[config.mk]
export PLATFORM = sky130hd
export DESIGN_NAME = nbt_fifo
export DESIGN_NICKNAME = d
export VERILOG_FILES = /design/src/rtl/core/nbt_pkg.sv /design/src/rtl/core/nbt_fifo.sv
export SDC_FILE = /design/constraint.sdc
export NUM_CORES = 1
export LEC_CHECK = 0
export BUFFER_PORTS_ARGS = -buffer_cell sky130_fd_sc_hd__buf_2
export CAP_MARGIN = 20
export CORE_ASPECT_RATIO = 1.25
export CORE_MARGIN = 3
export CORE_UTILIZATION = 29
export DETAILED_ROUTE_END_ITERATION = 12
export GPL_ROUTABILITY_DRIVEN = 0
export SYNTH_ARGS = -nofsm -noshare
export SYNTH_HDL_FRONTEND = slang
export SYNTH_SLANG_ARGS = --single-unit
[constraint.sdc]
create_clock -name clk -period 6.9 [get_ports clk]
set_input_delay 0.345 -clock clk [delete_from_list [all_inputs] [get_ports clk]]
set_output_delay 0.345 -clock clk [all_outputs]
set_load 0.05 [all_outputs]
[src/rtl/core/nbt_pkg.sv]
// Shared types and constants for the NAK bitmap tracker.
// No dependencies; imported by every module of the block but nbt_ram.
`timescale 1ns / 1ps
`default_nettype none
package nbt_pkg;

  localparam int WORD_BITS          = 64;
  localparam int WB_LOG             = 6;
  localparam int MAX_SECTION_BLOCKS = 4096;
  localparam int START_W            = 28;   // covers 8191*8191 + 8191*8191 + 4095
  localparam int SZ_W               = 13;
  localparam int QA_W               = START_W - WB_LOG + 1;
  localparam int CNT_W              = 13;
  localparam int WI_W               = 6;
  localparam int CFG_DW             = 17;

  typedef enum logic [1:0] {
    MODE_ARRIVAL = 2'd0,
    MODE_QUERY   = 2'd1,
    MODE_CHECK   = 2'd2,
    MODE_RESTART = 2'd3
  } mode_e;

  typedef enum logic [1:0] {
    ST_OK      = 2'd0,
    ST_BAD_LEN = 2'd1,
    ST_RANGE   = 2'd2,
    ST_DONE    = 2'd3
  } status_e;

  typedef enum logic [2:0] {
    CFG_BIG_SECTIONS   = 3'd0,
    CFG_SECSIZE_BIG    = 3'd1,
    CFG_SECSIZE_SMALL  = 3'd2,
    CFG_TOTAL_SECTIONS = 3'd3,
    CFG_TOTAL_BLOCKS   = 3'd4,
    CFG_BLOCK_SIZE     = 3'd5,
    CFG_TRACKING_OFF   = 3'd6
  } cfg_idx_e;

  typedef struct packed {
    logic [12:0] big;
    logic [12:0] sb;
    logic [12:0] ss;
    logic [12:0] tsec;
    logic [16:0] tblk;
    logic [15:0] bsize;
    logic        toff;
  } cfg_t;

  // One classified request handed from the front to the back
  typedef struct packed {
    mode_e               mode;
    status_e             status;
    logic [11:0]         sec;
    logic [START_W-1:0]  start;
    logic [START_W-1:0]  seq;
    logic [SZ_W-1:0]     size;
    logic                toff;
    logic                sec_lt_max;
    logic                sec_in_range;
  } cmd_t;

  function automatic logic [6:0] popcount64(input logic [WORD_BITS-1:0] w);
    logic [6:0] s;
    s = '0;
    for (int i = 0; i < WORD_BITS; i++) begin
      s = s + 7'(w[i]);
    end
    return s;
  endfunction

endpackage
`default_nettype wire

[src/rtl/core/nbt_fifo.sv]
// Two-entry request queue between the front and the back.
// Depends on nbt_pkg for cmd_t.
`timescale 1ns / 1ps
`default_nettype none
module nbt_fifo import nbt_pkg::*; (
  input  wire logic clk,
  input  wire logic rst_n,
  input  wire logic push,
  input  wire cmd_t din,
  output logic      full,
  input  wire logic pop,
  output cmd_t      dout,
  output logic      empty
);

  cmd_t       ent_r [2];
  logic       wp_r, rp_r;
  logic [1:0] cnt_r;

  assign full  = (cnt_r == 2'd2);
  assign empty = (cnt_r == 2'd0);
  assign dout  = ent_r[rp_r];

  always_ff @(posedge clk) begin
    if (!rst_n) begin
      wp_r  <= 1'b0;
      rp_r  <= 1'b0;
      cnt_r <= 2'd0;
    end else begin
      if (push) begin
        wp_r <= ~wp_r;
      end
      if (pop) begin
        rp_r <= ~rp_r;
      end
      if (push && !pop) begin
        cnt_r <= cnt_r + 2'd1;
      end else if (pop && !push) begin
        cnt_r <= cnt_r - 2'd1;
      end
    end
  end

  always_ff @(posedge clk) begin
    if (push) begin
      ent_r[wp_r] <= din;
    end
  end

endmodule
`default_nettype wire

Word-level counts from Yosys, hierarchy flattened

Memories as Yosys holds them, arrays and structs flattened. A register that Yosys moved wholly into a read port is not among the register bits.
Cells that the tools add are included.
Widths: inputs -> output; s select.

Input port bits: 92
Bits in writable memories: 176
Memories: 1
Word-level logic and storage cells: 21
Flip-flop bits (word level): 4
Output and inout bits: 90

Memory list:

| name  | words | width | rd ports | clocked after memory_dff | write ports | RTL line       | RTL |
|---|---|---|---|---|---|---|---|
| ent_r | 2     | 88    | 1        | 1                        | 1           | nbt_fifo.sv:16 | `cmd_t ent_r [2];` |

Add/subtract/negate cells: 2
Bitwise operators: 2
Eq/ne operators: 1
Multiplexer cells: 6
Reduce and logical (&&, ||, !) cells: 6

Operators with widths:

| cell                | count |
|---|---|
| $mux 1              | 4 |
| $mux 2              | 2 |
| $add 2x1->2 const B | 1 |
| $eq 2x2->1 const B  | 1 |
| $logic_and 1x1->1   | 2 |
| $logic_not 1->1     | 2 |
| $logic_not 2->1     | 1 |
| $not 1->1           | 2 |
| $reduce_bool 2->1   | 1 |
| $sub 2x1->2 const B | 1 |

Logic depth before layout (Yosys ltp)

Depth after elaboration: 4
Depth in mapped cells: 5
Mapped depth without buffers: 5

Worst setup path after synthesis

Ideal clock, no wire load.

Path kind: register to register
From: register wp_r
To: memory ent_r[0][0] in the netlist's numbering, enable pin
Library setup time: 0.546 ns
Data arrival time: 4.221 ns
Stages on the path, launching flop included: 2
Buffers on the path: 0
Data required time: 6.354 ns
Clock period less this slack: 4.767 ns
Setup slack: 2.133 ns
Cell sequence: dfxtp_1 > nor2b_1

RTL lines:

| item                     | RTL line       | RTL |
|---|---|---|
| start: declaration       | nbt_fifo.sv:17 | `logic wp_r, rp_r;` |
| start signal: assignment | nbt_fifo.sv:31 | `wp_r <= ~wp_r;` |
| end: declaration         | nbt_fifo.sv:16 |  |

No word-level cell before the write port.

==> metrics.csv <==
stage;metric;value;unit
worst_setup_path;arrival;2.47;ns
routing;vias;3345;
global_route;grt_max_degree;60;
floorplan;num_io_pins;182;
job;cap_violations;0;
logic_synthesis;synth.top_cell.area_share;79.6;%
power;combPwrFrac;16.0;%
worst_setup_path;critical_path_depth;3;
place;dpl.hpwl;8550;microns
clock_tree;cts.sinks;181;
clock_tree;cts_resized;0;
routing;vias_per_cell;4.26;
clock_tree;holdBufCountCts;0;
logic_synthesis;synth_enable_flop_cells;176;
logic_synthesis;synth_most_common_cell;edfxtp_1;
sta;fin_crit_sh;40.8;%
worst_setup_path;path_delay_family;buffers and inverters;
floorplan;fp.dieH;175;microns
power;power.leakage;3.14;nW
finish;diodes;0;
place;place_area;7860;sq um
sta;setup-tns-final;0;ns
routing;drtIter0Drc;124;
finish;fin_area;8380;sq um
sta;rsz0062_at_grt;false;
sta;finalMaxSlewViolations;0;
clock_tree;cts_root_buffer;clkbuf_16;
worst_setup_path;slowest_stage;dfxtp_4;
power;seq_power_share;50.7;%
sta;hold_viol;0;
worst_setup_path;r2r_start;wp_r$_SDFFE_PN0P_;
logic_synthesis;synth_xor_area_share;0.396;%
clock_tree;cts_tree;built;
logic_synthesis;yosysWarnings;0;
logic_synthesis;synth_async_sr_flop_share;0;%
power;clkPwrFrac;33.4;%
logic_synthesis;synth-simple-area-share;0.810;%
logic_synthesis;netlist_area;6640;sq um
logic_synthesis;synthAdderAreaFrac;0.188;%
logic_synthesis;avgSynthCellArea;22.4;sq um
sta;fmax;355;MHz
routing;wl;12900;microns
routing;ant_nets;0;
logic_synthesis;ys_seq_area_share;81.1;%
worst_hold_path;hold-path-endpoint;ent_r[0][63]$_DFFE_PP_;
power;p_sw_share;27.6;%
power;intPower;1.85;mW
floorplan;core-area;22400;sq um
clock_tree;clk_pin_slew;0.07;ns
logic_synthesis;synth_ff_type;edfxtp_1;
power;switchingPower;0.705;mW
sta;worst_pin_slew;0.946;ns
logic_synthesis;syn_inst;296;
clock_tree;postCtsSetupRepairBufs;0;
finish;fillCellCount;2106;
run_status;status;complete, no violations;
worst_setup_path;rrSetupSlack;4.61;ns
clock_tree;htree_levels;4;
finish;syn2layout_area_growth;26.1;%
worst_setup_path;crit_path_start_kind;flip-flop;
worst_setup_path;path_cells;buf_4 -> mux2_2 -> buf_2;
routing;routedWlPerCell;16.4;microns
logic_synthesis;synthDistinctLibCells;17;
worst_setup_path;critPathRequiredTime;6.55;ns
logic_synthesis;syn-num-nets;389;
global_route;grt_overflow_total;0;
power;power;2.55;mW
sta;maxSlewHeadroom;36.8;%
floorplan;die_area;24800;sq um
global_route;antenna_found_initial;1;
floorplan;die_x;141;microns
global_route;grt_pass1_wl;19700;microns
finish;drive_gt1_share;60.2;%
worst_hold_path;min-delay-start;din[63];
power;powerDensity;305;nW/um^2
worst_setup_path;r2r_end;ent_r[0][6]$_DFFE_PP_;
routing;drt-pass1-iter-count;4;
routing;drc_errors;0;
finish;nNetsFinal;582;
place;io_buffers;181;
worst_setup_path;worstSetupEndpointType;output port;
logic_synthesis;synth-seq-cells;181;
floorplan;initial_core_util;29.7;%
logic_synthesis;synth_common_cells;176 x edfxtp_1, 68 x mux2_2, 20 x mux2_4, 6 x buf_2, 5 x dfxtp_1;
logic_synthesis;synth_top_area_cell;edfxtp_1;
logic_synthesis;synth_mux_area_share;16.0;%
worst_hold_path;min_path_type;input port to flip-flop;
global_route;grt_pass1_vias;3771;
worst_setup_path;cp.buffers_inverters;2;
worst_setup_path;worstPathMaxFanout;47;
floorplan;rows;61;
worst_setup_path;crit_type;flip-flop to output port;
sta;fin_crit;2.82;ns
clock_tree;numCtsBuffers;17;
worst_hold_path;min_path_cells;1;
sta;setup_viol_count_final;0;
finish;multi_input_comb_area;1190;sq um
logic_synthesis;synth_area_leaders;edfxtp_1 80%, mux2_2 12%, mux2_4 4.5%;
clock_tree;insertion_delay;0.41;ns
sta;finalClockSkew;0.00539;ns
logic_synthesis;synth_top_family_by_area;multiplexers;
logic_synthesis;synth_compound_area_share;0.301;%
global_route;grt_util_all_layers;10.4;%
finish;ff_latch_area;5390;sq um
power;ir_worst_vdd;162;uV
worst_setup_path;cp_slowest_stage_delay;0.72;ns
worst_setup_path;reg2reg_depth;2;
clock_tree;cts_buffer_depth;2;
==> metal layers <==
layer | vias to the layer above | wire length, microns | track usage [%]
met5 | - | 14 | 0
met3 | 11 | 887 | 3.50
met4 | 2 | 174 | 4.24
met1 | 1663 | 5050 | 11.7
li1 | 1561 | - | -
met2 | 108 | 6770 | 18.2
==> layout make-up <==
class	count	share of cell area, %
clock buffers	18	5.12
clock inverters	14	1.02
inverters	1	0.0448
multi-input cells	104	14.2
flip-flops and latches	181	64.3
well taps	283	4.23
repair buffers	184	11.1
==> state kept, by name, indices dropped and copies added (netlist names), named ones only <==
name and count:
ent_r 176, rp_r 1, wp_r 1, cnt_r 2
==> through the flow <==
stage          utilization [%]  instances  hold slack [ns]  setup WS (ns)
6_report                  37.5        785            0.118           4.08
5_1_grt                   37.5        785           0.0915           3.89
4_1_cts                   37.5        785           0.0839           3.95
3_5_place_dp              35.2        753            0.537           4.35
3_3_place_gp              35.2        753            0.479           4.40
2_1_floorplan                -        296            0.444           2.13
==> power groups by stage <==
stage / combinational [mW] / sequential, mW / clock [mW]
6_report: 0.408 / 1.29 / 0.853
5_1_grt: 0.430 / 1.30 / 0.933
4_1_cts: 0.415 / 1.30 / 0.893
3_5_place_dp: 0.414 / 1.32 / 0
3_3_place_gp: 0.409 / 1.32 / 0
2_1_floorplan: 0.324 / 1.31 / 0
==> worst max path at each step <==
| stage | startpoint | to | slack [ns] |
|---|---|---|---|
| final | flip-flop | dout[30] | 4.08 |
| after global routing | flip-flop | dout[83] | 3.89 |
| after CTS | flip-flop | dout[83] | 3.95 |
| after detailed placement | push | ent_r[0][57]$_DFFE_PP_ | 4.35 |
| after global placement | push | ent_r[0][44]$_DFFE_PP_ | 4.40 |
| after floorplan | wp_r$_SDFFE_PN0P_ | ent_r[0][0]$_DFFE_PP_ | 2.13 |
==> cell usage in the layout (no fill, tap or decap), types with 2 or more instances in the layout <==
master	count
clkinv_2	4
mux2_2	68
mux2_4	20
inv_6	4
and2_1	3
xor2_1	2
dfxtp_1	4
edfxtp_1	176
clkinv_1	4
nor2b_1	2
clkinvlp_4	2
buf_2	181
buf_4	3
clkbuf_16	17
==> cell families (layout without fill, tap and decap cells) <==
group	after synthesis	in the layout
DFF	181	181
muxes	88	88
buffers and inverters	11	217
and+or+nand+nor	9	9
AOI/OAI and AO/OA	3	3
xor gates and xnor gates	3	3
adders and majority gates	1	1
No activity file was read; power rests on OpenSTA's default activity.
