File: src/rtl/core/nbt_pkg.sv
// Shared types and constants for the NAK bitmap tracker.
// No dependencies; imported by every module of the block but nbt_ram.
`timescale 1ns / 1ps
`default_nettype none
package nbt_pkg;

  localparam int WORD_BITS          = 64;
  localparam int WB_LOG             = 6;
  localparam int MAX_SECTION_BLOCKS = 4096;
  localparam int START_W            = 28;   // covers 8191*8191 + 8191*8191 + 4095
  localparam int SZ_W               = 13;
  localparam int QA_W               = START_W - WB_LOG + 1;
  localparam int CNT_W              = 13;
  localparam int WI_W               = 6;
  localparam int CFG_DW             = 17;

  typedef enum logic [1:0] {
    MODE_ARRIVAL = 2'd0,
    MODE_QUERY   = 2'd1,
    MODE_CHECK   = 2'd2,
    MODE_RESTART = 2'd3
  } mode_e;

  typedef enum logic [1:0] {
    ST_OK      = 2'd0,
    ST_BAD_LEN = 2'd1,
    ST_RANGE   = 2'd2,
    ST_DONE    = 2'd3
  } status_e;

  typedef enum logic [2:0] {
    CFG_BIG_SECTIONS   = 3'd0,
    CFG_SECSIZE_BIG    = 3'd1,
    CFG_SECSIZE_SMALL  = 3'd2,
    CFG_TOTAL_SECTIONS = 3'd3,
    CFG_TOTAL_BLOCKS   = 3'd4,
    CFG_BLOCK_SIZE     = 3'd5,
    CFG_TRACKING_OFF   = 3'd6
  } cfg_idx_e;

  typedef struct packed {
    logic [12:0] big;
    logic [12:0] sb;
    logic [12:0] ss;
    logic [12:0] tsec;
    logic [16:0] tblk;
    logic [15:0] bsize;
    logic        toff;
  } cfg_t;

  // One classified request handed from the front to the back
  typedef struct packed {
    mode_e               mode;
    status_e             status;
    logic [11:0]         sec;
    logic [START_W-1:0]  start;
    logic [START_W-1:0]  seq;
    logic [SZ_W-1:0]     size;
    logic                toff;
    logic                sec_lt_max;
    logic                sec_in_range;
  } cmd_t;

  function automatic logic [6:0] popcount64(input logic [WORD_BITS-1:0] w);
    logic [6:0] s;
    s = '0;
    for (int i = 0; i < WORD_BITS; i++) begin
      s = s + 7'(w[i]);
    end
    return s;
  endfunction

endpackage
`default_nettype wire

File: src/rtl/core/nbt_front.sv
// Front end: accepts input items, computes section geometry and classifies.
// Depends on nbt_pkg; feeds nbt_fifo.
`timescale 1ns / 1ps
`default_nettype none
module nbt_front import nbt_pkg::*; #(
  parameter int MAX_BLOCKS   = 65536,
  parameter int MAX_SECTIONS = 4096
) (
  input  wire logic        clk,
  input  wire logic        rst_n,
  input  wire cfg_t        cfg,
  input  wire logic        en,
  input  wire logic        in_valid,
  output logic             in_ready,
  input  wire logic [1:0]  in_mode,
  input  wire logic [11:0] in_section,
  input  wire logic [11:0] in_sec_block,
  input  wire logic [15:0] in_data_len,
  output logic             push,
  output cmd_t             push_cmd,
  input  wire logic        full
);

  typedef enum logic [1:0] {F_IDLE, F_MUL, F_ADD, F_CLS} fstate_t;

  fstate_t            state_r;
  logic [1:0]         mode_r;
  logic [11:0]        sec_r, blk_r;
  logic [15:0]        dlen_r;
  logic               lo_r;
  logic [25:0]        m1_r, m2_r;
  logic [START_W-1:0] start_r;

  logic [12:0]        sec13, fa, fb, raw;
  logic               lo;
  logic [START_W-1:0] seq, tot;
  logic               lt_max;
  status_e            st;

  assign sec13 = {1'b0, sec_r};
  assign lo    = sec13 < cfg.big;
  assign fa    = lo ? sec13 : cfg.big;
  assign fb    = lo ? 13'd0 : (sec13 - cfg.big);

  assign seq    = start_r + START_W'(blk_r);
  assign tot    = START_W'(cfg.tblk);
  assign raw    = lo_r ? cfg.sb : cfg.ss;
  assign lt_max = 32'(sec_r) < MAX_SECTIONS;

  always_comb begin
    if (cfg.toff) begin
      st = ST_DONE;
    end else if (seq >= tot || 32'(seq) >= MAX_BLOCKS) begin
      st = ST_RANGE;
    end else if (dlen_r != cfg.bsize &&
                 ((START_W + 1)'(seq) + 1'b1) != (START_W + 1)'(cfg.tblk)) begin
      st = ST_BAD_LEN;
    end else begin
      st = ST_OK;
    end
  end

  always_comb begin
    push_cmd.mode         = mode_e'(mode_r);
    push_cmd.status       = st;
    push_cmd.sec          = sec_r;
    push_cmd.start        = start_r;
    push_cmd.seq          = seq;
    push_cmd.size         = (32'(raw) > MAX_SECTION_BLOCKS) ? SZ_W'(MAX_SECTION_BLOCKS) : raw;
    push_cmd.toff         = cfg.toff;
    push_cmd.sec_lt_max   = lt_max;
    push_cmd.sec_in_range = lt_max && (sec13 < cfg.tsec);
  end

  assign in_ready = (state_r == F_IDLE) && en;
  assign push     = (state_r == F_CLS) && !full;

  always_ff @(posedge clk) begin
    if (!rst_n) begin
      state_r <= F_IDLE;
    end else begin
      case (state_r)
        F_IDLE: begin
          if (in_valid && in_ready) begin
            mode_r  <= in_mode;
            sec_r   <= in_section;
            blk_r   <= in_sec_block;
            dlen_r  <= in_data_len;
            state_r <= F_MUL;
          end
        end
        F_MUL: begin
          m1_r    <= {13'd0, fa} * {13'd0, cfg.sb};
          m2_r    <= {13'd0, fb} * {13'd0, cfg.ss};
          lo_r    <= lo;
          state_r <= F_ADD;
        end
        F_ADD: begin
          start_r <= START_W'(m1_r) + START_W'(m2_r);
          state_r <= F_CLS;
        end
        F_CLS: begin
          if (!full) begin
            state_r <= F_IDLE;
          end
        end
        default: state_r <= F_IDLE;
      endcase
    end
  end

endmodule
`default_nettype wire

File: config.mk
export PLATFORM = sky130hd
export DESIGN_NAME = nbt_front
export DESIGN_NICKNAME = d
export VERILOG_FILES = /design/src/rtl/core/nbt_pkg.sv /design/src/rtl/core/nbt_front.sv
export SDC_FILE = /design/constraint.sdc
export NUM_CORES = 1
export LEC_CHECK = 0
export BUFFER_PORTS_ARGS = -buffer_cell sky130_fd_sc_hd__buf_2
export CORE_MARGIN = 2
export CORE_UTILIZATION = 40
export DETAILED_ROUTE_END_ITERATION = 7
export PLACE_DENSITY = 0.58
export SETUP_SLACK_MARGIN = 0.4
export SLEW_MARGIN = 10
export SYNTH_ARGS = -nofsm -noshare
export SYNTH_HDL_FRONTEND = slang
export SYNTH_SLANG_ARGS = --single-unit
File: constraint.sdc
create_clock -name clk -period 10.1 [get_ports clk]
set_clock_uncertainty 0.05 [all_clocks]
set_input_delay 0.505 -clock clk [delete_from_list [all_inputs] [get_ports clk]]
set_output_delay 0.505 -clock clk [all_outputs]
set_load 0.01 [all_outputs]
# ---- Yosys cells after proc, flatten, opt, wreduce, memory -nomap -nowiden
# Index checks and enable logic that the tools add are counted.
dict set report word_totals {
  elab_cells 48
  out_inout_bits 90
  input_bits 133
  register_bits 125
}
dict set report classes {
  n_mul 2
  muxes 10
  n_eq_ne 7
  add_sub_neg 4
  reduce_logical 11
  order_cmp 5
}
# op n
set ops {}
lappend ops {{13-bit by 13-bit multiplier with 26-bit output} 2}
lappend ops {{13-bit two-way mux} 4}
lappend ops {{28-bit by 1-bit adder with 29-bit output (second input constant)} 1}
lappend ops {{29-bit by 17-bit != test with 1-bit output} 1}
lappend ops {{28-bit by 12-bit adder with 28-bit output} 1}
lappend ops {{28-bit by 17-bit greater-or-equal comparator with 1-bit output} 1}
lappend ops {{28-bit by 17-bit greater-or-equal comparator with 1-bit output (second input constant)} 1}
lappend ops {{26-bit by 26-bit adder with 27-bit output} 1}
lappend ops {{12-bit by 13-bit less-than comparator with 1-bit output} 2}
lappend ops {{16-bit != test} 1}
lappend ops {{13-bit > comparator (second input constant)} 1}
lappend ops {{12-bit by 13-bit subtractor with 13-bit output} 1}
lappend ops {{2-bit two-way mux} 4}
lappend ops {{2-bit case mux with 4 select lines} 1}
lappend ops {{2-bit AND reduction} 3}
lappend ops {{2-bit equality test (second input constant)} 2}
lappend ops {{1-bit logical AND} 4}
lappend ops {{3-bit AND reduction} 1}
lappend ops {{2-bit by 1-bit equality test with 1-bit output (second input constant)} 1}
lappend ops {{2-bit zero test} 1}
lappend ops {{2-bit by 1-bit != test with 1-bit output (second input constant)} 1}
lappend ops {{2-bit != test (second input constant)} 1}
lappend ops {{1-bit zero test} 1}
lappend ops {{1-bit logical OR} 1}
lappend ops {{1-bit two-way mux} 1}

# ---- Depth between registers and ports, before layout
# Gate-level depths: netlist of the first run.
dict set report logic_depth {
  ltp_word 7
  depth_mapped 36
  depth_no_buf 34
}

# ---- Least setup slack after synthesis of the first run
# Ideal clock, no wire load.
dict set report synth_path {
  kind {input -> register}
  startpoint {in cfg[74] (netlist name)}
  endpoint {reg m2_r[24] (data pin)}
  path_stages 34
  setup_slack_ps 2161
  setup_ps 258
  n_path_buf 0
  t_required_ps 9792
  t_arrival_ps 7632
  path_cell_list {inv_1 > ha_1 > nor2b_1 > o21ai_0 > a21boi_0 > o21ai_0 > a21boi_0 > o21ai_0 > nand2b_1 > a221o_1 > a31oi_1 > nor2_1 > and3_1 > fa_1 > inv_1 > fa_1 > inv_1 > ha_1 > ha_1 > inv_1 > fa_1 > inv_1 > fa_1 > a21o_1 > a21oi_1 > o21ai_0 > and2_1 > o311ai_0 > a31oi_1 > a41o_1 > o211a_1 > o21a_1 > nor2_1 > xnor2_1}
}
dict set report synth_between {
  elab_chain_cells 3
  word_cells_on_any_way 4
  cone_classes {add/sub (1); mul (1); order compare (1); mux (1)}
}
# item line
set synth_rtl {}
lappend synth_rtl {{start: declaration} nbt_front.sv:11} ;# input wire cfg_t cfg,
lappend synth_rtl {{12-bit by 13-bit subtractor with 13-bit output or 12-bit by 13-bit less-than comparator with 1-bit output (tied branches)} {nbt_front.sv:43, nbt_front.sv:41}}
lappend synth_rtl {{13-bit two-way mux (*)} nbt_front.sv:43} ;# assign fb = lo ? 13'd0 : (sec13 - cfg.big);
lappend synth_rtl {{13-bit by 13-bit multiplier with 26-bit output (*)} nbt_front.sv:94} ;# m2_r <= {13'd0, fb} * {13'd0, cfg.ss};
lappend synth_rtl {{end signal: assignment} nbt_front.sv:94}
lappend synth_rtl {{end: declaration} nbt_front.sv:31} ;# logic [25:0] m1_r, m2_r;
# Mark *: on every way between the ends. The rest lies on a longest branch, timed or not.
# A chain may end at the register's enable or synchronous reset.

# ---- Worst setup path in the final report of the first run
dict set report layout_path {
  startpoint {reg sec_r[1]}
  endpoint {reg m2_r[25] (data pin)}
}
dict set report layout_between {
  elab_chain_cells 3
  word_cells_on_any_way 4
  cone_classes {add/sub (1); mul (1); order compare (1); mux (1)}
}
# item line
set layout_rtl {}
lappend layout_rtl {{start: declaration} nbt_front.sv:28} ;# logic [11:0] sec_r, blk_r;
lappend layout_rtl {{start signal: assignment} nbt_front.sv:86} ;# sec_r <= in_section;
lappend layout_rtl {{12-bit by 13-bit subtractor with 13-bit output or 12-bit by 13-bit less-than comparator with 1-bit output (tied branches)} {nbt_front.sv:43, nbt_front.sv:41}}
lappend layout_rtl {{13-bit two-way mux (*)} nbt_front.sv:43}
lappend layout_rtl {{13-bit by 13-bit multiplier with 26-bit output (*)} nbt_front.sv:94}
# Marked as above.

==> flow_summary.ini, run 1 <==
[cts]
postCtsSetupRepairBufs = 0
clock_path_buffers = 2
cts_buffers = 17
clock-sinks = 124
cts_root_buffer = clkbuf_16
htree_levels = 4
cts_tree = built
insertion_delay_ns = 0.46
clk_pin_slew_ns = 0.06

[drt]
drt-initial-drc-count = 805
route.detailed.drc = 0
firstDrtPassIters = 8
wl_per_cell_um = 16.96
ant_nets = 0
wl_mm = 51.96
vias = 15658
via_per_inst = 5.110

[die]
rows = 82
start_util_pct = 40.29
fp.dieArea_sq_um = 52030
coreArea_sq_um = 49860
die_h_um = 228.1
ioPinCount = 223
die_width_um = 228.1

[pwr]
power.clock.fraction_pct = 8.4
power_per_cell_area_nw_per_um2 = 315.0
internal-power_mw = 3.432
power_leakage_nw = 11.11
seq_power_share_pct = 14.7
p_sw_mw = 3.678
swShare_pct = 51.73
p_comb_share_pct = 76.8
ir_drop_v = 0.0004660

[yosys]
synth_largest_area_cell = fa_1
netlist_instances = 2180
yosysTopAreaCellShare_pct = 24.41
synth_edf_count = 122
yosysSeqAreaShare_pct = 18.44
synthTopCellsByCount = 425 x inv_1, 245 x fa_1, 226 x ha_1
syn-cell-area_sq_um = 20090
synth_cell_types = 84
yosysWarnings = 0
yosysMostFrequentCell = inv_1
ys_async_sr_fraction_pct = 0
synth_seq_cells = 124
synth_area_leaders = fa_1 24%, edfxtp_1 18%, ha_1 14%, inv_1 7.9%, and2_1 4.5%
ys.flop_type = edfxtp_1
avgSynthCellArea_sq_um = 9.215

[place]
dpl_cell_area_sq_um = 21990
dp_hpwl_mm = 42.15
dp_cells = 3032
io_buffers = 220
globalplace.congestion = 0.8971

[final_layout]
layout.cells.non_filler = 3064
drive_above_1_share_pct = 13.21
syn_to_final_growth_pct = 12.38
nets = 2983
design_area_sq_um = 22580
num_antenna_cells = 0

[min_path]
min_path_cells = 1
worstHoldPathType = primary input to flip-flop

[flow_run]
cap_violations = 0

[worst_setup_path]
cp-start-kind = flip-flop
cpPeakStageDelay_ns = 0.71
cp.arrival_ns = 9.33
rr_worst_depth = 28
crit_slowest_cell = nor4_4
cp.required_ns = 10.25
crit_fanout = 14
end_kind = flip-flop
cpMostUsedCell = fa_1
path_class = flip-flop to flip-flop

[timing]
drv_slew = 0
setup-tns-final_ns = 0
rsz0062_at_grt = true
setup_viol_count_final = 0
hold_violations = 0
max_freq_ghz = 0.1088
slew_headroom_pct = 22.30
worst-slew-pin-transition_ns = 1.165
hold_ws_ns = 0.1654
post-route-period-util_pct = 90.99
min_period_ns = 9.190

[grt]
grt_antenna_before_repair = 0
grt_max_degree = 54
grtUsageTotal_pct = 20.77
grt_pass1_wl_mm = 86.08
grt_pass1_vias = 16489
grt-ovfl-total = 0

[run_status]
status = finished, final reports clean
## power by group through the flow
stage               Combinational [mW]  Sequential (mW)  Clock (mW)
detailed placement                5.49             1.06           0
global route                      6.17             1.06       0.636
global placement                  5.43             1.06           0
CTS                               5.52             1.05       0.616
floorplan                         3.80             1.03           0
finish                            5.46             1.05       0.600
## cell families (layout without fill, tap and decap cells)
kind of cell / count (synthesis) / after routing / share of synthesized area [%]
AOI/OAI and AO/OA: 273 / 273 / 9.554
xor gates and xnor gates: 125 / 125 / 5.524
adders and majority gates: 471 / 471 / 38.49
buffers and inverters: 508 / 707 / 9.679
DFF: 124 / 124 / 18.44
muxes: 16 / 16 / 0.8034
other: 2 / 15 / 0.03738
and+or+nand+nor: 661 / 661 / 17.48
## worst max-delay path, delay by kind of cell, from the launching register on
| family | cells | cell delay, ns |
|---|---|---|
| buf+inv | 3 | 0.14 |
| simple gates | 5 | 1.36 |
| flops | 1 | 0.47 |
| xor+xnor | 1 | 0.09 |
| compound gates | 12 | 3.57 |
| fa+ha+maj | 7 | 3.23 |
## cell type report
cell class	count	area [sq um]
clock inverter	14	137.6
timing repair buffer	250	1326
clock buffer	18	429.2
multi-input combinational	1561	14540
fill	4904	27290
sequential	124	3704
tap	672	840.8
inverter	425	1595
## what timing repair did
action                                  4_1_cts  5_1_grt
endpoints found under the setup margin        0        7
gates resized for setup                       0        3
hold buffers                                  0        0
## routing by layer
metal / global-route usage, % / wire length, um / vias up
met5: 0 / 0 / -
met4: 6.801 / 1403 / 0
met3: 3.863 / 3167 / 74
met2: 34.45 / 23680 / 525
met1: 27.39 / 23700 / 7502
li1: - / - / 7557
## metrics by stage
| step | power (mW) | setup WS (ns) | utilization [%] |
|---|---|---|---|
| 2_1_floorplan | 4.827 | 2.161 | - |
| 3_3_place_gp | 6.491 | 0.6704 | 44.11 |
| 3_5_place_dp | 6.554 | 0.5234 | 44.11 |
| 4_1_cts | 7.192 | 0.6557 | 45.24 |
| 5_1_grt | 7.862 | 0.3379 | 45.28 |
| 6_report | 7.111 | 0.9104 | 45.28 |
## flip-flops by register name (all words and copies together) (netlist names)
| register | count |
|---|---|
| blk_r | 12 |
| dlen_r | 16 |
| lo_r | 1 |
| m1_r | 26 |
| m2_r | 26 |
| mode_r | 2 |
| sec_r | 12 |
| start_r | 27 |
| state_r | 2 |
## placed cells by master, fill, tap and decap left out, types with 30 or more instances in the layout
cell | Yosys | routed
a21oi_1 | 58 | 58
nor2b_1 | 31 | 31
o21ai_0 | 39 | 39
xor2_1 | 32 | 32
buf_2 | 1 | 220
edfxtp_1 | 122 | 122
nor3_1 | 40 | 40
a21o_1 | 37 | 37
nand3_1 | 50 | 50
ha_1 | 226 | 226
and3_1 | 36 | 35
and2_1 | 144 | 142
fa_1 | 245 | 245
inv_1 | 425 | 425
nor2_1 | 81 | 80
buf_4 | 3 | 30
nand2_1 | 177 | 177
xnor2_1 | 92 | 92
## path summary, 6_finish.rpt
| path | start | end | slack, ns |
|---|---|---|---|
| max | sec_r[1] | m2_r[25] | 0.91 |
| min reg2reg | state_r[0] | state_r[0] | 0.53 |
| min | in_data_len[14] | dlen_r[14] | 0.17 |
| max reg2reg | sec_r[1] | m2_r[25] | 0.91 |
(Power assumes the default switching activity.)
==> run 2: changes to the inputs <==
==> config.mk (replaced) <==
export PLATFORM = sky130hd
export DESIGN_NAME = nbt_front
export DESIGN_NICKNAME = d
export VERILOG_FILES = /design/src/rtl/core/nbt_pkg.sv /design/src/rtl/core/nbt_front.sv
export SDC_FILE = /design/constraint.sdc
export NUM_CORES = 1
export LEC_CHECK = 0
export CORE_MARGIN = 2
export CORE_UTILIZATION = 40
export DETAILED_ROUTE_END_ITERATION = 7
export DONT_BUFFER_PORTS = 1
export PLACE_DENSITY = 0.54
export REMOVE_ABC_BUFFERS = 1
export SETUP_SLACK_MARGIN = 0.4
export SLEW_MARGIN = 40
export SYNTH_ARGS = -nofsm -noshare
export SYNTH_HDL_FRONTEND = slang
export SYNTH_SLANG_ARGS = --single-unit
==> run 2 against run 1 <==
  * Cell count shrank 7.1%
  * Routed wire length grew 0.15%
  * Sequential power is essentially flat
  * Global-route usage shrank 0.11 points
  * Critical endpoint is now m2_r[24]
  * Via count shrank 4.7%
  * Critical path type unchanged
  * Utilization shrank 2.1 points
  * Largest cell class unchanged
  * Worst setup slack gained 0.25 ns
  * Largest power group unchanged
  * Sequential share of layout area grew 0.78 points
==> flow_summary.ini, run 2 (synthesis gave the netlist of run 1 again) <==
[run_status]
status = finished, final reports clean

[final_layout]
syn_to_final_growth_pct = 7.256
layout_common_cells = 425 x inv_1, 245 x fa_1, 226 x ha_1, 177 x nand2_1, 142 x and2_1
top_regs = start_r: 27 flops, m1_r: 26 flops, m2_r: 26 flops
largest-register = start_r
largest_reg_flops = 27
nets = 2764
final_common_cell = inv_1
drive_above_1_share_pct = 4.740

[die]
coreArea_sq_um = 49860
ioPinCount = 223
fp.dieArea_sq_um = 52030
die_width_um = 228.1
die_h_um = 228.1
rows = 82
start_util_pct = 40.29

[grt]
grtUsageTotal_pct = 20.67
grt_max_degree = 54
grt-ovfl-total = 0
grt_antenna_before_repair = 2
grt_pass1_wl_mm = 84.99
grt_pass1_vias = 15674

[drt]
firstDrtPassIters = 5
route.detailed.drc = 0
wl_per_cell_um = 18.28
vias = 14924
ant_nets = 0
drt-initial-drc-count = 747
wl_mm = 52.04
via_per_inst = 5.244

[timing]
worst-slew-pin-transition_ns = 0.8381
setup_viol_count_final = 0
setup-tns-final_ns = 0
max_freq_ghz = 0.1118
hold_violations = 0
post-route-period-util_pct = 88.55
min_period_ns = 8.944
rsz0062_at_grt = false
drv_slew = 0
slew_headroom_pct = 44.01

[cts]
htree_levels = 4
cts_root_buffer = clkbuf_16
insertion_delay_ns = 0.46
clock-sinks = 124
clk_pin_slew_ns = 0.06
cts_hold_buf = 0
clock_path_buffers = 2
cts_tree = built
cts_buffers = 17

[worst_setup_path]
crit_slowest_cell = a31oi_2
cp.required_ns = 10.25
worstReg2RegEnd = m2_r[24]
cp-start-kind = flip-flop
rr_worst_depth = 34
ff2ff_setup_slack_ns = 1.16
end_kind = flip-flop
r2r_start = sec_r[1]
path_class = flip-flop to flip-flop
worstSetupEndpoint = m2_r[24]
crit_fanout = 14
cp.arrival_ns = 9.10
cp-startpoint = sec_r[1]
cpPeakStageDelay_ns = 0.57

[flow_run]
cap_violations = 0

[pwr]
power_mw = 7.144
power_per_cell_area_nw_per_um2 = 331.6
power_leakage_nw = 10.26
ir_drop_v = 0.0005619

[place]
dp_hpwl_mm = 41.94
io_buffers = 0
globalplace.congestion = 0.8805

[min_path]
worstHoldPathType = primary input to flip-flop
[run 2: cell types whose count changed in the layout (fill, tap and decap cells not counted), sizes merged]
cell and change:
bufinv +2, inv -2, buf -219, diode +1, clkinv +1, clkinvlp -1
[run 2: final cells by class]
cell class	count	area [sq um]
Timing Repair Buffer	31	232.7
Inverter	425	1595
Antenna cell	1	2.502
Multi-Input combinational cell	1561	14580
Tap cell	672	840.8
Fill cell	4965	28320
Sequential cell	124	3704
Clock inverter	14	166.4
Clock buffer	18	429.2
[run 2: metrics by stage]
step / cells / area [sq um] / worst slack (ns) / utilization (%) / hold slack (ns)
3_5_place_dp: 2813 / 20930 / 0.9459 / 41.97 / 0.4959
6_report: 2846 / 21550 / 1.156 / 43.21 / 0.08718
2_1_floorplan: 2110 / 19790 / 1.206 / - / 0.4628
5_1_grt: 2845 / 21540 / 0.4757 / 43.21 / 0.06145
4_1_cts: 2845 / 21520 / 0.9164 / 43.16 / 0.05001
3_3_place_gp: 2813 / 20900 / 0.8744 / 41.91 / 0.4934
[run 2: power by group]
part           internal [mW]  leakage, nW  switching, mW  total, mW
Clock                  0.387        0.286          0.239      0.626
Sequential             0.974         1.13         0.0834       1.06
Combinational           2.06         8.84           3.40       5.46
Total                   3.42         10.3           3.72       7.14
[run 2: timing repair]
action	CTS	global route
setup buffers	0	0
resized for setup	0	3
endpoints found under the setup margin	0	9
[run 2: metal layers]
layer | track usage [%] | vias to the layer above | part of all wire (%)
li1 | - | 7098 | -
met1 | 25.94 | 7253 | 44
met2 | 33.56 | 484 | 46
met3 | 6.013 | 89 | 7.2
met4 | 8.088 | 0 | 3.5
met5 | 0 | - | 0
[run 2: critical path: cells and delay by family (launching register included)]
family          cells  cell delay, ns
compound gates     15            3.89
fa+ha+maj           7            2.87
xor+xnor            1            0.08
flops               1            0.50
buf+inv             5            0.42
simple gates        6            0.87
[run 2: worst min-delay path by stage]
| stage | start | to | slack, ns | cells after the start |
|---|---|---|---|---|
| final | in_section[8] | sec_r[8] | 0.09 | 0 |
| after global routing | in_data_len[3] | dlen_r[3] | 0.06 | 0 |
| after CTS | in_section[8] | sec_r[8] | 0.05 | 0 |
| after detailed placement | m1_r[0] | start_r[0] | 0.50 | 1 |
| after global placement | state_r[0] | state_r[0] | 0.49 | 2 |
| after floorplan | m2_r[0] | start_r[0] | 0.46 | 1 |
==> run 3: changes to the inputs <==
--- a/config.mk
+++ b/config.mk
@@ -5,6 +5,7 @@
 export SDC_FILE = /design/constraint.sdc
 export NUM_CORES = 1
 export LEC_CHECK = 0
+export ABC_AREA = 1
 export CORE_MARGIN = 2
 export CORE_UTILIZATION = 40
 export DETAILED_ROUTE_END_ITERATION = 7
==> run 3 against run 2 <==
  * First-iteration DRC count rose by 18%
  * Area after synthesis up 4.1%
  * Register-to-register slack improved by 0.71 ns
  * Design area rose by 3.5%
  * Global-route usage increased by 0.75 points
  * Combinational power down 17%
  * Flip-flop and latch count did not move
  * Non-clock buffer count fell by 16
  * Sequential share of layout area is 0.57 points lower
  * Sequential power about the same
  * Die area rose by 4.0%
  * Count of clock-buffer cells in the layout is the same
  * Critical endpoint is now m1_r[23]
==> flow_summary.ini, run 3 <==
[pwr]
power_per_cell_area_nw_per_um2 = 277.8
power_leakage_nw = 11.22
power_mw = 6.194
ir_drop_v = 0.0004185

[final_layout]
syn_to_final_growth_pct = 6.637
num_antenna_cells = 0
layout.cells.non_filler = 3314
layout_common_cells = 551 x inv_1, 408 x nand2_1, 281 x nor2_1, 245 x fa_1, 226 x ha_1
top_regs = start_r: 27 flops, m1_r: 26 flops, m2_r: 26 flops
drive_above_1_share_pct = 9.947
final_common_cell = inv_1
nets = 3226
largest-register = start_r
largest_reg_flops = 27

[timing]
hold_violations = 0
setup-tns-final_ns = 0
rsz0062_at_grt = false
hold_ws_ns = 0.1012
slew_headroom_pct = 48.02
setup_viol_count_final = 0
post-route-period-util_pct = 81.54
drv_slew = 0
worst-slew-pin-transition_ns = 0.7797
worst_slack_ns = 1.865
max_freq_ghz = 0.1214
min_period_ns = 8.235

[worst_setup_path]
cp-startpoint = sec_r[2]
crit_fanout = 70
rr_worst_depth = 32
worstSetupEndpoint = m1_r[23]
crit_slowest_cell = buf_4
cpMostUsedCell = fa_1
path_class = flip-flop to flip-flop
r2r_start = sec_r[2]
ff2ff_setup_slack_ns = 1.86
cp.required_ns = 10.23
cp-start-kind = flip-flop
end_kind = flip-flop
cp.arrival_ns = 8.36
worstReg2RegEnd = m1_r[23]
cpPeakStageDelay_ns = 0.59

[min_path]
worstHoldPathType = primary input to flip-flop

[yosys]
yosysMostFrequentCell = inv_1
synthTopCellsByCount = 553 x inv_1, 409 x nand2_1, 282 x nor2_1
netlist_instances = 2632
synth_edf_count = 122
ys.flop_type = edfxtp_1
yosysSeqAreaShare_pct = 17.72
synth_seq_cells = 124
syn-cell-area_sq_um = 20910
avgSynthCellArea_sq_um = 7.943
synth_cell_types = 52
yosysTopAreaCellShare_pct = 23.46
yosysWarnings = 0
synth_area_leaders = fa_1 23%, edfxtp_1 18%, ha_1 14%, inv_1 9.9%, nand2_1 7.3%
synth_largest_area_cell = fa_1
ys_async_sr_fraction_pct = 0

[cts]
cts_tree = built
cts_hold_buf = 0
cts_root_buffer = clkbuf_16
clock_path_buffers = 2
cts_buffers = 17
clock-sinks = 124
postCtsSetupRepairBufs = 0
htree_levels = 4
clk_pin_slew_ns = 0.07
ctsResizeCount = 0
insertion_delay_ns = 0.44

[place]
place_ws_ns = 1.892
dp_hpwl_mm = 47.27
globalplace.congestion = 0.9216
io_buffers = 0
dp_cells = 3283

[drt]
vias = 16589
wl_per_cell_um = 16.86
firstDrtPassIters = 7
wl_mm = 55.87
via_per_inst = 5.006
drt-initial-drc-count = 883
route.detailed.drc = 0
ant_nets = 0

[grt]
grt_pass1_wl_mm = 90.96
grt_antenna_before_repair = 0
grt_pass1_vias = 17578
grt_max_degree = 71
grtUsageTotal_pct = 21.41
grt-ovfl-total = 0

[die]
ioPinCount = 223
rows = 83
coreArea_sq_um = 51510
die_h_um = 232.6
fp.dieArea_sq_um = 54110
start_util_pct = 40.58
die_width_um = 232.6

[run_status]
status = finished, final reports clean

[flow_run]
cap_violations = 0
run 3: area by class of cell:
| cell class | count | area, sq um |
|---|---|---|
| inverter | 572 | 2150 |
| tap | 680 | 850.8 |
| timing repair buffer | 15 | 112.6 |
| multi-input combinational | 1892 | 14880 |
| sequential | 124 | 3704 |
| clock inverter | 13 | 168.9 |
| fill | 5243 | 29220 |
| clock buffer | 18 | 429.2 |
run 3: worst min-delay path by stage:
| stage | start | end | slack, ns | cells past startpoint |
|---|---|---|---|---|
| final | in_section[0] | sec_r[0] | 0.10 | 0 |
| after global routing | in_section[0] | sec_r[0] | 0.08 | 0 |
| after CTS | in_section[0] | sec_r[0] | 0.08 | 0 |
| after detailed placement | state_r[1] | state_r[1] | 0.52 | 2 |
| after global placement | state_r[1] | state_r[1] | 0.49 | 2 |
| after floorplan | state_r[1] | state_r[1] | 0.46 | 2 |
run 3: logic make-up after synthesis:
group | count (synthesis) | synth area share [%]
flops | 124 | 17.72
simple gates | 1103 | 24.36
compound gates | 214 | 5.722
other cells | 2 | 0.03592
buf+inv | 629 | 11.45
xor+xnor | 89 | 3.729
fa+ha+maj | 471 | 36.99
run 3: per-stage QoR:
stage	cell area (sq um)	utilization, %
3_5_place_dp	21690	42.12
4_1_cts	22290	43.28
6_report	22290	43.28
2_1_floorplan	20710	-
3_3_place_gp	21680	42.09
5_1_grt	22290	43.28
run 3: routing by layer:
metal | GRT usage [%] | wire length, um
met5 | 0 | 0
met4 | 5.096 | 1224
met3 | 4.301 | 3620
met2 | 37.35 | 26630
met1 | 27.15 | 24390
run 3: worst max-delay path, delay by kind of cell (launching register included):
kind / cells / cell delay (ns)
flops: 1 / 0.51
fa+ha+maj: 7 / 3.25
simple gates: 7 / 0.94
buf+inv: 6 / 1.04
compound gates: 11 / 2.07
xor+xnor: 1 / 0.08
run 3: power breakdown:
part	internal [mW]	total, mW	switching, mW
Clock	0.388	0.633	0.245
Sequential	0.933	1.05	0.112
Combinational	1.67	4.52	2.84
